## src/sv/slm_pkg.sv

```systemverilog
// Shared types and constants for the sorted list merge unit.
// Used by the front end, the merge engine and the top level; depends on nothing.
`default_nettype none

package slm_pkg;

    localparam int CAPACITY = 32;
    localparam int IDX_W    = 5;
    localparam int CNT_W    = 6;
    localparam int SUM_W    = 7;
    localparam int DATA_W   = 32;

    localparam logic [CNT_W-1:0] CAP_CNT = 6'd32;

    localparam int Q_PTR_W = 2;
    localparam int Q_CNT_W = 3;
    localparam logic [Q_CNT_W-1:0] Q_FULL = 3'd4;

    localparam logic [1:0] CMD_LOAD_A = 2'd0;
    localparam logic [1:0] CMD_LOAD_B = 2'd1;
    localparam logic [1:0] CMD_RUN    = 2'd2;

    typedef enum logic [1:0] {
        OP_LOAD_A = 2'd0,
        OP_LOAD_B = 2'd1,
        OP_RUN    = 2'd2
    } op_t;

    typedef struct packed {
        op_t                      op;
        logic signed [DATA_W-1:0] value;
    } cmd_entry_t;

    typedef struct packed {
        logic       valid;
        cmd_entry_t entry;
    } queue_head_t;

    typedef enum logic [1:0] {
        ST_IDLE  = 2'b01,
        ST_MERGE = 2'b10
    } state_t;

endpackage

`default_nettype wire

```

## src/sv/sorted_list_merge_unit.sv

```systemverilog
// Top level of the sorted list merge unit.
// Instantiates slm_front and slm_merge; depends on slm_pkg.
//
// The input channel carries one command word at a time: load into list A,
// load into list B, or run the merge. Command code 3 is accepted and dropped.
// Each list holds up to 32 values; further loads into a full list are dropped.
// A run emits the merged ascending sequence on the result channel, one word
// per value, with m_last set on the final word; B's value goes first on a tie.
// A run on two empty lists emits nothing. Both lists are empty after a run.
// Words pass through a four-entry queue to the merge engine, so loads are
// taken at one per cycle while the queue has room. A run holds the engine
// from its pop until its last result has been put in the output register.
// Words queued behind a run wait until its last result has been registered.
// The output register only advances when it is empty or m_ready takes its word;
// while the receiver stalls the merge pauses and the queue fills, then s_ready falls.
// A synchronous reset empties the queue, both lists and the output register.
`default_nettype none

module sorted_list_merge_unit (
    input  wire logic                              aclk,
    input  wire logic                              aresetn,
    input  wire logic                              s_valid,
    output logic                                   s_ready,
    input  wire logic [1:0]                        s_command,
    input  wire logic signed [slm_pkg::DATA_W-1:0] s_value,
    output logic                                   m_valid,
    input  wire logic                              m_ready,
    output logic signed [slm_pkg::DATA_W-1:0]      m_merged_value,
    output logic                                   m_last
);

    slm_pkg::queue_head_t head;
    logic                 pop;

    slm_front u_front (
        .aclk      (aclk),
        .aresetn   (aresetn),
        .s_valid   (s_valid),
        .s_ready   (s_ready),
        .s_command (s_command),
        .s_value   (s_value),
        .head      (head),
        .pop       (pop)
    );

    slm_merge u_merge (
        .aclk           (aclk),
        .aresetn        (aresetn),
        .head           (head),
        .pop            (pop),
        .m_valid        (m_valid),
        .m_ready        (m_ready),
        .m_merged_value (m_merged_value),
        .m_last         (m_last)
    );

endmodule

`default_nettype wire

```

## src/sv/slm_front.sv

```systemverilog
// Front end of the sorted list merge unit: accepts input words, classifies them
// and holds them in a short queue for the merge engine. Depends on slm_pkg.
`default_nettype none

module slm_front (
    input  wire logic                              aclk,
    input  wire logic                              aresetn,
    input  wire logic                              s_valid,
    output logic                                   s_ready,
    input  wire logic [1:0]                        s_command,
    input  wire logic signed [slm_pkg::DATA_W-1:0] s_value,
    output slm_pkg::queue_head_t                   head,
    input  wire logic                              pop
);

    slm_pkg::cmd_entry_t              queue_mem [4];
    logic [slm_pkg::Q_PTR_W-1:0]      wr_ptr_reg, wr_ptr_next;
    logic [slm_pkg::Q_PTR_W-1:0]      rd_ptr_reg, rd_ptr_next;
    logic [slm_pkg::Q_CNT_W-1:0]      count_reg, count_next;
    logic                             push;
    logic                             known;
    slm_pkg::op_t                     op;

    always_comb begin
        known = 1'b1;
        op    = slm_pkg::OP_RUN;
        case (s_command)
            slm_pkg::CMD_LOAD_A: op = slm_pkg::OP_LOAD_A;
            slm_pkg::CMD_LOAD_B: op = slm_pkg::OP_LOAD_B;
            slm_pkg::CMD_RUN:    op = slm_pkg::OP_RUN;
            default:             known = 1'b0;
        endcase
    end

    assign s_ready = (count_reg != slm_pkg::Q_FULL);
    assign push    = s_valid && s_ready && known;

    assign head.valid = (count_reg != '0);
    assign head.entry = queue_mem[rd_ptr_reg];

    always_comb begin
        wr_ptr_next = wr_ptr_reg;
        rd_ptr_next = rd_ptr_reg;
        count_next  = count_reg;
        if (push) begin
            wr_ptr_next = wr_ptr_reg + 1'b1;
        end
        if (pop) begin
            rd_ptr_next = rd_ptr_reg + 1'b1;
        end
        if (push && !pop) begin
            count_next = count_reg + 1'b1;
        end else if (pop && !push) begin
            count_next = count_reg - 1'b1;
        end
    end

    always_ff @(posedge aclk) begin
        if (!aresetn) begin
            wr_ptr_reg <= '0;
            rd_ptr_reg <= '0;
            count_reg  <= '0;
        end else begin
            wr_ptr_reg <= wr_ptr_next;
            rd_ptr_reg <= rd_ptr_next;
            count_reg  <= count_next;
        end
    end

    always_ff @(posedge aclk) begin
        if (push) begin
            queue_mem[wr_ptr_reg] <= '{op: op, value: s_value};
        end
    end

endmodule

`default_nettype wire

```

## src/sv/slm_merge.sv

```systemverilog
// Merge engine of the sorted list merge unit: stores the two lists and emits
// the merged sequence through an output register. Depends on slm_pkg.
`default_nettype none

module slm_merge (
    input  wire logic                              aclk,
    input  wire logic                              aresetn,
    input  wire slm_pkg::queue_head_t              head,
    output logic                                   pop,
    output logic                                   m_valid,
    input  wire logic                              m_ready,
    output logic signed [slm_pkg::DATA_W-1:0]      m_merged_value,
    output logic                                   m_last
);

    localparam slm_pkg::state_t ST_IDLE_C  = slm_pkg::ST_IDLE;
    localparam slm_pkg::state_t ST_MERGE_C = slm_pkg::ST_MERGE;

    logic signed [slm_pkg::DATA_W-1:0] a_mem [slm_pkg::CAPACITY];
    logic signed [slm_pkg::DATA_W-1:0] b_mem [slm_pkg::CAPACITY];

    slm_pkg::state_t              state_reg, state_next;
    logic [slm_pkg::CNT_W-1:0]    cnt_a_reg, cnt_a_next;
    logic [slm_pkg::CNT_W-1:0]    cnt_b_reg, cnt_b_next;
    logic [slm_pkg::CNT_W-1:0]    idx_a_reg, idx_a_next;
    logic [slm_pkg::CNT_W-1:0]    idx_b_reg, idx_b_next;
    logic                         valid_reg, valid_next;
    logic signed [slm_pkg::DATA_W-1:0] value_reg, value_next;
    logic                         last_reg, last_next;

    logic                              wr_a, wr_b;
    logic                              out_free;
    logic                              take_a;
    logic                              is_last;
    logic signed [slm_pkg::DATA_W-1:0] head_a, head_b;
    logic [slm_pkg::SUM_W-1:0]         total, taken;

    assign pop      = head.valid && (state_reg == ST_IDLE_C);
    assign out_free = !valid_reg || m_ready;
    assign head_a   = a_mem[idx_a_reg[slm_pkg::IDX_W-1:0]];
    assign head_b   = b_mem[idx_b_reg[slm_pkg::IDX_W-1:0]];
    assign take_a   = (idx_a_reg < cnt_a_reg)
                      && ((idx_b_reg >= cnt_b_reg) || (head_a < head_b));
    assign total    = {1'b0, cnt_a_reg} + {1'b0, cnt_b_reg};
    assign taken    = {1'b0, idx_a_reg} + {1'b0, idx_b_reg} + 7'd1;
    assign is_last  = (taken == total);

    always_comb begin
        state_next = state_reg;
        cnt_a_next = cnt_a_reg;
        cnt_b_next = cnt_b_reg;
        idx_a_next = idx_a_reg;
        idx_b_next = idx_b_reg;
        valid_next = valid_reg;
        value_next = value_reg;
        last_next  = last_reg;
        wr_a       = 1'b0;
        wr_b       = 1'b0;

        if (m_ready) begin
            valid_next = 1'b0;
        end

        case (state_reg)
            ST_IDLE_C: begin
                if (pop) begin
                    case (head.entry.op)
                        slm_pkg::OP_LOAD_A: begin
                            if (cnt_a_reg < slm_pkg::CAP_CNT) begin
                                wr_a       = 1'b1;
                                cnt_a_next = cnt_a_reg + 1'b1;
                            end
                        end
                        slm_pkg::OP_LOAD_B: begin
                            if (cnt_b_reg < slm_pkg::CAP_CNT) begin
                                wr_b       = 1'b1;
                                cnt_b_next = cnt_b_reg + 1'b1;
                            end
                        end
                        slm_pkg::OP_RUN: begin
                            idx_a_next = '0;
                            idx_b_next = '0;
                            if (total != '0) begin
                                state_next = ST_MERGE_C;
                            end
                        end
                        default: begin
                        end
                    endcase
                end
            end
            ST_MERGE_C: begin
                if (out_free) begin
                    valid_next = 1'b1;
                    last_next  = is_last;
                    if (take_a) begin
                        value_next = head_a;
                        idx_a_next = idx_a_reg + 1'b1;
                    end else begin
                        value_next = head_b;
                        idx_b_next = idx_b_reg + 1'b1;
                    end
                    if (is_last) begin
                        cnt_a_next = '0;
                        cnt_b_next = '0;
                        state_next = ST_IDLE_C;
                    end
                end
            end
            default: begin
                state_next = ST_IDLE_C;
            end
        endcase
    end

    always_ff @(posedge aclk) begin
        if (!aresetn) begin
            state_reg <= ST_IDLE_C;
            cnt_a_reg <= '0;
            cnt_b_reg <= '0;
            idx_a_reg <= '0;
            idx_b_reg <= '0;
            valid_reg <= 1'b0;
        end else begin
            state_reg <= state_next;
            cnt_a_reg <= cnt_a_next;
            cnt_b_reg <= cnt_b_next;
            idx_a_reg <= idx_a_next;
            idx_b_reg <= idx_b_next;
            valid_reg <= valid_next;
        end
    end

    always_ff @(posedge aclk) begin
        value_reg <= value_next;
        last_reg  <= last_next;
        if (wr_a) begin
            a_mem[cnt_a_reg[slm_pkg::IDX_W-1:0]] <= head.entry.value;
        end
        if (wr_b) begin
            b_mem[cnt_b_reg[slm_pkg::IDX_W-1:0]] <= head.entry.value;
        end
    end

    assign m_valid        = valid_reg;
    assign m_merged_value = value_reg;
    assign m_last         = last_reg;

endmodule

`default_nettype wire

```

## config.mk

```make
export PLATFORM = sky130hd
export DESIGN_NAME = sorted_list_merge_unit
export DESIGN_NICKNAME = d
export VERILOG_FILES = /design/src/sv/slm_pkg.sv /design/src/sv/sorted_list_merge_unit.sv /design/src/sv/slm_front.sv /design/src/sv/slm_merge.sv
export SDC_FILE = /design/constraint.sdc
export NUM_CORES = 2
export LEC_CHECK = 0
export ABC_AREA = 0
export BUFFER_PORTS_ARGS = -buffer_cell sky130_fd_sc_hd__buf_2
export CAP_MARGIN = 40
export CORE_ASPECT_RATIO = 1.2
export CORE_MARGIN = 2
export CORE_UTILIZATION = 55
export DETAILED_ROUTE_END_ITERATION = 8
export PLACE_DENSITY = 0.73
export SLEW_MARGIN = 20
export SYNTH_ARGS = -nofsm -noshare
export SYNTH_HDL_FRONTEND = slang
export SYNTH_SLANG_ARGS = --single-unit
```

## constraint.sdc

```tcl
create_clock -name aclk -period 6 [get_ports aclk]
set_input_delay 0.6 -clock aclk [delete_from_list [all_inputs] [get_ports aclk]]
set_output_delay 0.6 -clock aclk [all_outputs]
set_load 0.005 [all_outputs]
```

* After elaboration in Yosys (flattened, before gate mapping)
Memory sizes are Yosys's and may differ from the RTL's. A register that Yosys moved wholly into a read port is not among the register bits.
Cells that the tools add are included.
** Storage, ports and cells
- Register bits after elaboration :: 67
- Output and inout port bits :: 35
- Memory bits (writable) :: 2184
- Memories kept :: 3
** Memories
- u_merge.a_mem :: depth 32, bits a word 32, read ports 1, clocked after memory_dff 1, wr ports 1, RTL line slm_merge.sv:19 : logic signed [slm_pkg::DATA_W-1:0] a_mem [slm_pkg::CAPACITY];
- u_merge.b_mem :: depth 32, bits a word 32, read ports 1, clocked after memory_dff 1, wr ports 1, RTL line slm_merge.sv:20 : logic signed [slm_pkg::DATA_W-1:0] b_mem [slm_pkg::CAPACITY];
- u_front.queue_mem :: depth 4, bits a word 34, read ports 1, clocked after memory_dff 1, wr ports 1, RTL line slm_front.sv:16 : slm_pkg::cmd_entry_t queue_mem [4];
** Operators by class
- Muxes and demuxes :: 52
- Magnitude comparators :: 5
- Equal/unequal tests :: 19
- $add $sub $neg :: 11
- Reduce and logical (&&, ||, !) cells :: 24
** Operators with widths (number)
- $mux W6 :: 14
- $pmux W6 S2 :: 4
- $lt A32 B32 Y1 :: 1
- $mux W32 :: 1
- $add A6 B1 Y6 const B :: 4
- $mux W5 :: 4
- $mux W1 :: 18
- $ne A2 B2 Y1 const B :: 8
- $reduce_and A5 Y1 :: 3
- $add A6 B6 Y7 :: 2
- $mux W2 :: 7
- $lt A6 B6 Y1 const B :: 2
- $reduce_and A6 Y1 :: 2
- $pmux W2 S2 :: 2
- $add A7 B1 Y7 const B :: 1
- $eq A7 B7 Y1 :: 1
- $reduce_bool A7 Y1 :: 1
- $eq A2 B1 Y1 const B :: 3
- $eq A2 B2 Y1 const B :: 3
- $ge A6 B6 Y1 :: 1
- $logic_and A1 B1 Y1 :: 6
- $lt A6 B6 Y1 :: 1
- $mux W3 :: 2
- $ne A2 B1 Y1 const B :: 3
- other kinds (11) :: 17

* Longest topological paths before layout
- Depth after elaboration :: 8
- Mapped depth :: 18
- Gate-level depth less buffers :: 12

* Hierarchy
From an unflattened synthesis, not the netlist that was laid out.
** Second synthesis, totals
- Cell total of the unflattened synthesis :: 3726
- Area, all modules :: 87636.6 µm²
** Modules (own cells, without submodules)
- slm_merge :: cells each 3497, times used 1, area an instance 82187.6 µm²
- slm_front :: cells each 229, times used 1, area an instance 5449.0 µm²

* Worst setup path after synthesis
OpenSTA, ideal clock, no wires.
- Kind :: flip-flop to flip-flop
- From :: reg (tool-made name)
- To :: reg u_merge.value_reg (netlist bit u_merge.m_merged_value[10]) (data pin)
- Arrival time :: 4.593 ns
- Setup slack :: 1.143 ns
- Cell stages (with the launch flop) :: 17
- Data required time :: 5.737 ns
- Buffers on the path :: 5
- Period minus slack after synthesis :: 4.857 ns
- Path through :: dfxtp_1 buf_6 buf_2 buf_1 mux4_2 mux4_2 mux2_2 ha_1 and4_1 nand3_1 or4_1 o31ai_1 a22oi_1 a31oi_4 buf_4 buf_2 a21oi_1
** RTL lines
- to (signal assigned) :: RTL line slm_merge.sv:135 : value_reg <= value_next;
- to (decl) :: RTL line slm_merge.sv:28 : logic signed [slm_pkg::DATA_W-1:0] value_reg, value_next;

==> flow_metrics.py <==
metrics = {
    "finish": {
        "multiInputGateArea_sq_mm": 0.0197,
        "drive_gt1_share_pct": 32.2,
        "fillerInstances": 9960,
        "antenna_cells": 0,
        "regArea_sq_mm": 0.0675,
        "finish.utilization_pct": 63.0,
        "fin_nets": 4202,
        "syn_to_final_growth_pct": 14.0,
    },
    "synth": {
        "synthCells": 3749,
        "synth_top_area_cell": "edfxtp_1",
        "synthMuxAreaShare_pct": 18.1,
        "synth.most_common_cell": "edfxtp_1",
        "yosys.area_share.simple_pct": 1.51,
        "synth_area_leaders": "edfxtp_1, mux4_2, dfxtp_1",
        "synth.avg_cell_area_sq_um": 23.4,
        "synth-main-ff-cell": "edfxtp_1",
        "netlist_area_sq_mm": 0.0876,
        "synth_compound_area_share_pct": 1.13,
        "syn_nets": 3859,
        "synth_fa_ha_area_share_pct": 1.05,
        "synth_edf_count": 2217,
        "synth_top_area_share_pct": 76.0,
        "ys_async_sr_fraction_pct": 0,
        "synth.distinct_cells": 61,
        "yosysSeqAreaShare_pct": 77.1,
        "yosysWarnings": 0,
        "synth_top_family_by_area": "multiplexers",
        "yosys-top-cells-count": "edfxtp_1, mux4_2, nor2_1",
        "synth-seq-cells": 2263,
        "yosys.area_share.xor_xnor_pct": 0.170,
    },
    "run_status": {
        "status": "completed",
    },
    "timing": {
        "max-slew-margin-rel_pct": 42.1,
        "fin_skew_ns": 0.0294,
        "final_hold_viol_count": 0,
        "fmax_ghz": 0.183,
        "hold_ws_ns": 0.0911,
        "period_minus_slack_ns": 5.45,
        "final.setup.tns_ns": 0,
        "finalSetupViolations": 0,
        "period_share_pct": 90.9,
        "tightest_slew_ns": 0.867,
        "slew_violations": 0,
        "rsz0062_at_grt": "no",
    },
    "setup_path": {
        "path_max_fanout": 42,
        "path_class": "reg -> reg",
        "end_kind": "register",
        "cp_slowest_stage_delay_ns": 0.75,
        "critical_path_arrival_ns": 6.02,
        "slowest_stage": "dfxtp_4",
        "r2r_end": "u_merge.m_merged_value[10]$_DFFE_PP_",
        "path_cells": "buf_12 -> buf_12 -> mux4_2 -> mux4_2 -> mux2_2 -> ha_1 -> a211oi_1 -> nor2_1 -> nor3_1 -> nand4b_1 -> a22oi_1 -> a31oi_4 -> buf_4 -> nor2_1 -> a21oi_1",
        "worstPathRequired_ns": 6.57,
        "r2r_setup_slack_ns": 0.55,
        "reg2reg_depth": 15,
        "cp-start-kind": "register",
        "worstPathBufferInverterCount": 3,
        "crit_family": "multiplexers",
    },
    "clock_network": {
        "htree_levels": 4,
        "cts_sinks": 2263,
        "clk_pin_slew_ns": 0.07,
        "cts_max_path_buffers": 3,
        "cts_made_buffers": 200,
        "clockRootBuffer": "clkbuf_16",
        "clkLatencyLatePin_ns": 0.85,
        "cts_tree": "yes",
    },
    "min_path": {
        "hp-class": "in -> reg",
        "whs_endpoint": "u_merge.state_reg[0]$_SDFFE_PN1P_",
        "hold_depth": 2,
        "hold_start": "aresetn",
    },
    "floorplan": {
        "start_util_pct": 55.3,
        "io-pin-count": 73,
        "core_sq_mm": 0.158,
        "dieArea_sq_mm": 0.162,
        "die_width_um": 368,
        "die_h_um": 441,
        "row_count": 160,
    },
    "pwr": {
        "p_per_area_mw_per_mm2": 370,
        "p_seq_share_pct": 53.4,
        "p_switching_w": 0.00905,
        "p_leak_nw": 30.3,
        "p_sw_share_pct": 24.5,
        "max-vdd-ir-drop_mv": 0.332,
        "internal_power_w": 0.0279,
        "pwr-share-clk_pct": 34.8,
        "comb_power_share_pct": 11.8,
    },
    "global_routing": {
        "use_met1_pct": 35.8,
        "grt_pass1_vias": 42600,
        "grtUsageMet2_pct": 46.0,
        "grt_overflow": 0,
        "track_usage_pct": 27.3,
        "use_met3_pct": 5.02,
        "grt_busiest_layer": "met2",
        "grt_max_degree": 103,
        "antenna_found_initial": 6,
        "grt_pass1_wl_um": 310000,
    },
    "drt": {
        "antenna_left": 0,
        "vias": 42200,
        "drt_iter0_markers": 5619,
        "drt-total-wl_um": 219000,
        "first_pass_iters": 5,
        "wire_per_inst_um": 34.4,
        "viasPerCell": 6.64,
        "drc": 0,
    },
    "flow_run": {
        "cap_viol_max_count": 0,
    },
    "placement": {
        "io_buffers": 72,
        "place_congestion": 0.861,
        "dp_hpwl_um": 127000,
    },
}
==> logic make-up after synthesis <==
group,after synthesis
AOI/OAI and AO/OA,155
and+or+nand+nor,286
buffers and inverters,208
muxes,748
xor gates and xnor gates,17
adders and majority gates,72
DFF,2263
==> cells in the final DEF, fill, tap and decap left out, drive strengths merged, types with 5 or more instances in the layout <==
master	instances
a21o	5
a21oi	59
a31oi	13
and2	6
and3	5
buf	290
bufinv	24
clkbuf	244
clkinv	84
clkinvlp	7
dfxtp	46
dlygate4sd3	32
edfxtp	2217
ha	69
inv	34
mux2	43
mux2i	41
mux4	664
nand2	62
nand2b	8
nand3	29
nand4	6
nor2	124
nor2b	7
nor3	13
nor4	5
o211ai	5
o21a	14
o21ai	16
o22ai	11
xnor2	9
xor2	8
==> how the worst max path moves through the flow <==
stage | start | endpoint | slack [ns] | cells after the start
floorplan | register | u_merge.m_merged_value[10]$_DFFE_PP_ | 1.14 | 16
global placement | register | u_merge.m_merged_value[6]$_DFFE_PP_ | 0.59 | 13
CTS | register | u_merge.m_merged_value[17]$_DFFE_PP_ | 0.52 | 15
finish | register | u_merge.m_merged_value[10]$_DFFE_PP_ | 0.55 | 15
global route | register | u_merge.idx_a_reg[2]$_SDFFE_PN0P_ | 0.24 | 14
detailed placement | register | u_merge.m_merged_value[17]$_DFFE_PP_ | 0.54 | 15
==> area by class of cell <==
type,instances,area share (%)
clock buffer,244,5.24
clock inverter,122,1.26
inverter,27,0.102
multi-input combinational,1278,19.8
sequential,2263,67.7
tap,2106,2.64
timing repair buffer,322,3.34
==> power by group through the flow <==
stage	clock network [W]	registers, W	logic (W)
5_1_grt	0.0135	0.0197	0.00467
3_3_place_gp	0	0.0201	0.00396
2_1_floorplan	0	0.0200	0.00228
3_5_place_dp	0	0.0200	0.00432
4_1_cts	0.0130	0.0197	0.00435
6_report	0.0129	0.0197	0.00437
==> layer usage <==
layer  vias to the layer above  wire [um]
met2                      2495     112000
met3                       459      20500
met4                         4       8390
li1                      16700          -
met1                     22500      78200
met5                         -         21
==> through the flow <==
step	worst slack (ns)	instances	area, sq um	total power [W]
global route	0.244	6362	99800	0.0379
CTS	0.523	6361	99800	0.0371
detailed placement	0.542	5963	93000	0.0244
finish	0.547	6362	99800	0.0369
global placement	0.590	5921	92000	0.0240
floorplan	1.14	3749	87600	0.0223
==> timing repair <==
action                    4_1_cts  5_1_grt
setup buffers                   0        0
hold buffers                   32        0
resized for setup               0        0
hold endpoints to repair      128        0
No activity file was read; power rests on OpenSTA's default activity.
